<file path="config.mk">
export PLATFORM = sky130hd
export DESIGN_NAME = scs_edge_unit
export DESIGN_NICKNAME = d
export VERILOG_FILES = /design/src/scs_pkg.sv /design/src/scs_edge_unit.sv
export SDC_FILE = /design/constraint.sdc
export NUM_CORES = 1
export LEC_CHECK = 0
export BUFFER_PORTS_ARGS = -buffer_cell sky130_fd_sc_hd__buf_4
export CAP_MARGIN = 30
export CORE_MARGIN = 5
export CORE_UTILIZATION = 59
export DETAILED_ROUTE_END_ITERATION = 8
export PLACE_DENSITY = 0.88
export SYNTH_ARGS = -nofsm -noshare
export SYNTH_HDL_FRONTEND = slang
export SYNTH_SLANG_ARGS = --single-unit
</file>
<file path="constraint.sdc">
create_clock -name aclk -period 5.8 [get_ports aclk]
set_input_delay 0.29 -clock aclk [delete_from_list [all_inputs] [get_ports aclk]]
set_output_delay 0.29 -clock aclk [all_outputs]
set_load 0.02 [all_outputs]
</file>
<file path="src/scs_pkg.sv">
// Shared types and constants of the shape coverage shader.
package scs_pkg;

    typedef enum logic [1:0] {
        SHAPE_CIRCLE = 2'd0,
        SHAPE_RECT   = 2'd1,
        SHAPE_TRI    = 2'd2
    } shape_mode_t;

    typedef enum logic [2:0] {
        CFG_SHAPE_MODE = 3'd0,
        CFG_PT0_X      = 3'd1,
        CFG_PT0_Y      = 3'd2,
        CFG_PT1_X      = 3'd3,
        CFG_PT1_Y      = 3'd4,
        CFG_PT2_X      = 3'd5,
        CFG_PT2_Y      = 3'd6,
        CFG_RADIUS     = 3'd7
    } cfg_index_t;

    localparam int CFG_DATA_W = 13;

    localparam logic [7:0] FG_RED   = 8'd255;
    localparam logic [7:0] FG_GREEN = 8'd220;
    localparam logic [7:0] FG_BLUE  = 8'd50;
    localparam logic [7:0] BG_RED   = 8'd30;
    localparam logic [7:0] BG_GREEN = 8'd30;
    localparam logic [7:0] BG_BLUE  = 8'd30;

    typedef struct packed {
        logic [11:0] pixel_col;
        logic [11:0] pixel_row;
    } pix_in_t;

    typedef struct packed {
        logic       covered;
        logic [7:0] red;
        logic [7:0] green;
        logic [7:0] blue;
    } pix_out_t;

    typedef struct packed {
        logic s1;
        logic s2;
        logic s3;
    } scs_adv_t;

endpackage

</file>
<file path="src/scs_edge_unit.sv">
// Three-stage pipelined edge function with sign flags of the result.
module scs_edge_unit (
    input  logic                 aclk,
    input  scs_pkg::scs_adv_t    adv,
    input  logic signed [12:0]   ax,
    input  logic signed [12:0]   ay,
    input  logic signed [12:0]   bx,
    input  logic signed [12:0]   by,
    input  logic [11:0]          px,
    input  logic [11:0]          py,
    output logic                 neg,
    output logic                 pos
);

    logic signed [13:0] ex_reg, ey_reg, qx_reg, qy_reg;
    logic signed [27:0] p0_next, p1_next;
    logic signed [27:0] p0_reg, p1_reg;
    logic signed [28:0] e_next;
    logic               neg_reg, pos_reg;

    always_ff @(posedge aclk) begin
        if (adv.s1) begin
            ex_reg <= {bx[12], bx} - {ax[12], ax};
            ey_reg <= {by[12], by} - {ay[12], ay};
            qx_reg <= {2'b00, px} - {ax[12], ax};
            qy_reg <= {2'b00, py} - {ay[12], ay};
        end
    end

    assign p0_next = ex_reg * qy_reg;
    assign p1_next = ey_reg * qx_reg;

    always_ff @(posedge aclk) begin
        if (adv.s2) begin
            p0_reg <= p0_next;
            p1_reg <= p1_next;
        end
    end

    assign e_next = p0_reg - p1_reg;

    always_ff @(posedge aclk) begin
        if (adv.s3) begin
            neg_reg <= e_next[28];
            pos_reg <= !e_next[28] && (e_next != 29'sd0);
        end
    end

    assign neg = neg_reg;
    assign pos = pos_reg;

endmodule

</file>
# Yosys cells after proc, flatten, opt, wreduce, memory -nomap -nowiden

Index checks and enable logic that the tools add are counted.

Multiply operators: 2
Reductions and logical operators: 3
Add/subtract/negate cells: 5

Operators by type and width:

| cell                                           | number |
|---|---|
| 14-bit by 14-bit multiplier with 28-bit output | 2 |
| 13-bit by 13-bit subtractor with 14-bit output | 4 |
| 29-bit nonzero test                            | 1 |
| 28-bit by 28-bit subtractor with 29-bit output | 1 |
| 1-bit logical AND                              | 1 |
| 1-bit zero test                                | 1 |

Input port bits: 80
Register bits after elaboration: 114
Output and inout port bits: 2
Logic and storage cells: 18

# Depth between registers and ports, before layout

Word-level depth: 3
Mapped depth: 24
Depth with buffers taken out: 23

# Least setup slack after synthesis

No wires, ideal clock.

Kind: register -> register
Start: register qy_reg[4]
End: register p0_reg[26] (data pin)
Arrival time: 5.897 ns
Buffers on the path: 1
Slack: -0.359 ns
Cell stages (with the launch flop): 24
Period minus slack after synthesis: 6.159 ns
Required time: 5.538 ns
Library setup time: 0.262 ns
Cells stage by stage: edfxtp_1 clkbuf_1 and2_1 fa_1 inv_1 fa_1 fa_1 fa_1 inv_1 fa_1 inv_1 fa_1 inv_1 ha_1 a2111oi_1 o21ai_0 a21o_1 o21ba_2 o211ai_1 a31oi_1 a21o_1 a21oi_1 o21ai_1 xor2_1

Word-level cells in the longest chain between the ends: 1

Ends and longest elaborated chain:

| element                                        | line                | source |
|---|---|---|
| from (decl)                                    | scs_edge_unit.sv:15 | `logic signed [13:0] ex_reg, ey_reg, qx_reg, qy_reg;` |
| from (signal assigned)                         | scs_edge_unit.sv:26 | `qy_reg <= {2'b00, py} - {ay[12], ay};` |
| 14-bit by 14-bit multiplier with 28-bit output | scs_edge_unit.sv:30 | `assign p0_next = ex_reg * qy_reg;` |
| via p0_next[26]                                | scs_edge_unit.sv:16 | `logic signed [27:0] p0_next, p1_next;` |
| to (signal assigned)                           | scs_edge_unit.sv:35 | `p0_reg <= p0_next;` |
| to (decl)                                      | scs_edge_unit.sv:17 | `logic signed [27:0] p0_reg, p1_reg;` |

The timed path passes the listed nets, and every way through them passes these cells.
A chain may end at the register's enable or synchronous reset.

# Final worst setup path

Start: register qy_reg[2]
End: register p0_reg[26] (data pin)

The elaborated chain is that of the path after synthesis.

==> results.sh <==
export IMPL_status="finished, violations left"
export IMPL_violations="negative setup slack"
export IMPL_synth_top_cell_area_share=0.356
export IMPL_drive_above_1_share=0.158
export IMPL_clk_pin_slew_ns=0.07
export IMPL_postCtsHoldBufs=0
export IMPL_min_from="adv[0]"
export IMPL_crit_path_start="qy_reg[2]"
export IMPL_synth_edf_count=114
export IMPL_final_util=0.690
export IMPL_rr_worst_depth=22
export IMPL_finalWirelength_um=63800
export IMPL_worstPathCellList="and2_4 > fa_1 > inv_1 > fa_1 > fa_1 > fa_1 > inv_2 > fa_1 > inv_2 > fa_1 > inv_2 > ha_4 > a2111oi_4 > o21ai_2 > a21o_1 > o21ba_4 > o211ai_1 > a31oi_2 > a21o_1 > a21oi_4 > o21ai_2 > xor2_1"
export IMPL_hpwl_um=46300
export IMPL_yosys_warnings=0
export IMPL_cts_made_buffers=17
export IMPL_antenna_found_initial=1
export IMPL_cp_max_fo=3
export IMPL_syn_num_nets=3043
export IMPL_crit_family="adder cells"
export IMPL_yosysSeqAreaShare=0.154
export IMPL_crit_path_frequent_cell="fa_1"
export IMPL_worstPathRequired_ns=5.98
export IMPL_grt_pass1_wl_um=97200
export IMPL_synth_area_leaders="fa_1, edfxtp_1, ha_1"
export IMPL_drtAntennaViolNets=0
export IMPL_synth_seq_cells=114
export IMPL_crit_buf_inv=4
export IMPL_n_antenna_cell=0
export IMPL_die_height_um=204
export IMPL_start_util=0.593
export IMPL_grt_pass1_vias=19300
export IMPL_rsz0062_at_grt="true"
export IMPL_synthArstFlopShare=0
export IMPL_whs_path_depth=1
export IMPL_worstSetupPathType="flip-flop to flip-flop"
export IMPL_timing_rr_start="qy_reg[2]"
export IMPL_io_buffers=81
export IMPL_cts_root_buf="clkbuf_16"
export IMPL_cp_arrival_ns=6.38
export IMPL_syn_inst=2356
export IMPL_overflow=0
export IMPL_yosys_area_top_type="fa_1"
export IMPL_grt_max_degree=57
export IMPL_most_common_layout_cells="inv_1, fa_1, buf_4"
export IMPL_htree_num_levels=4
export IMPL_drc=0
export IMPL_place_congestion=0.933
export IMPL_num_vias=18100
export IMPL_cp_start_kind="flip-flop"
export IMPL_ios=82
export IMPL_drt_iter0_drc=1657
export IMPL_cts_tree="done"
export IMPL_slew_headroom=0.493
export IMPL_cts_sinks=114
export IMPL_fmax_mhz=161
export IMPL_nets=3272
export IMPL_holdCritPathClass="input pin to flip-flop"
export IMPL_crit_cells=22
export IMPL_rows=71
export IMPL_final_common_cell="inv_1"
export IMPL_clockBufferDepth=2
export IMPL_n_fill_cell=2316
export IMPL_slew_violations=0
export IMPL_final_area_sq_mm=0.0258
export IMPL_worst_slack_ns=-0.403
export IMPL_die_width_um=204
export IMPL_firstDrtPassIters=6
export IMPL_hold_viol_final=0
export IMPL_detail_route_wl_per_cell_um=20.5
export IMPL_insertion_delay_ns=0.44
export IMPL_fin_crit_ns=6.20
export IMPL_viasPerCell=5.81
export IMPL_synth_top_flop_cell="edfxtp_1"
export IMPL_fin_skew_ns=0.0182
export IMPL_max_stage_delay_ns=0.54
export IMPL_synthDistinctLibCells=68
export IMPL_drv_cap=0
export IMPL_place_area_sq_mm=0.0243
export IMPL_final_period_utilization=1.07
export IMPL_final_cell_count_no_fill=3109
export IMPL_place_inst=3025
export IMPL_syn_area_sq_mm=0.0222
export IMPL_grt_use_total=0.297
export IMPL_core_sq_mm=0.0374
export IMPL_die_area_sq_mm=0.0416
export IMPL_syn_to_final_growth_pct=16.3
export IMPL_max_slew_worst_pin_slew_ns=0.760
export IMPL_crit_path_end_kind="flip-flop"
export IMPL_syn_mean_instance_area_sq_um=9.41
export IMPL_slowest_stage="fa_1"
export IMPL_finalSetupViolations=18
stage by stage:
step	setup slack [ns]	hold WS, ns	setup TNS (ns)
after global routing	-0.566	0.0565	-6.64
final	-0.403	0.0483	-3.98
after CTS	-0.286	0.0561	-1.86
after detailed placement	-0.395	0.504	-3.49
after floorplan	-0.0420	0.402	-0.0420
after global placement	-0.220	0.503	-1.29
what timing repair did:
action,CTS,global route
buffers inserted,30,26
pin swaps,61,60
setup endpoints to repair,19,24
gates resized for setup,63,64
cloned,0,0
endpoints found under the hold margin,0,0
logic make-up (layout without fill, tap and decap cells):
kind of cell             after synthesis  count (layout)  synth area share
XOR/XNOR                              93              93            0.0367
adder cells (fa/ha/maj)              607             607             0.476
multiplexers                           5               5           0.00231
flip-flops                           114             114             0.154
AO/OA/AOI/OAI                        265             265            0.0767
buffers and inverters                615             857             0.104
AND/OR/NAND/NOR                      657             657             0.150
metal layers:
layer / vias to the layer above / track usage / wire length, um
li1: 7761 / - / -
met1: 8724 / 0.351 / 22300
met2: 1208 / 0.525 / 31700
met3: 370 / 0.0574 / 5710
met4: 2 / 0.135 / 4110
met5: - / 0 / 13
worst reg2reg max path: stages (launching register included):
cell and delay [ns]:
edfxtp_1 0.44, and2_4 0.20, fa_1 0.53, inv_1 0.05, fa_1 0.51, fa_1 0.45, fa_1 0.54, inv_2 0.04
fa_1 0.51, inv_2 0.04, fa_1 0.49, inv_2 0.05, ha_4 0.16, a2111oi_4 0.24, o21ai_2 0.12, a21o_1 0.22
o21ba_4 0.20, o211ai_1 0.27, a31oi_2 0.17, a21o_1 0.26, a21oi_4 0.23, o21ai_2 0.08, xor2_1 0.15
path summary, 6_finish.rpt:
kind	to	slack [ns]
worst max register to register	p0_reg[26]	-0.40
worst min-delay path	pos	0.05
worst min register to register	p0_reg[0]	0.86
worst max-delay path	p0_reg[26]	-0.40
area by class of cell:
class,count,area [sq um],area share
Multi-Input combinational cell,1627,16900,0.655
Sequential cell,114,3420,0.133
Inverter,551,2070,0.0803
Tap cell,511,639,0.0248
Timing Repair Buffer,274,2160,0.0836
Clock buffer,19,433,0.0168
Clock inverter,13,166,0.00645
synthesized netlist by cell type, drive strengths merged, types with 3 or more instances:
library cell	n
fa	395
a21oi	68
nand3b	4
mux2i	4
nand4b	3
or2	9
nor4	5
o2111ai	7
a41oi	3
nor2	98
clkbuf	62
a21o	13
inv	551
xnor2	68
or4	3
and4	3
nor2b	26
a21boi	28
o22ai	5
nand4	8
or3	12
o21ai	73
and3	7
nand2	221
nor3	18
o211ai	10
nand2b	15
xor2	25
and2	206
a211oi	10
a31oi	9
o21a	11
nand3	17
o21bai	3
ha	212
edfxtp	114
Power is left out: the tool's default activity adds up to more than one toggle a clock period on the data nets, which glitch-free logic cannot reach.
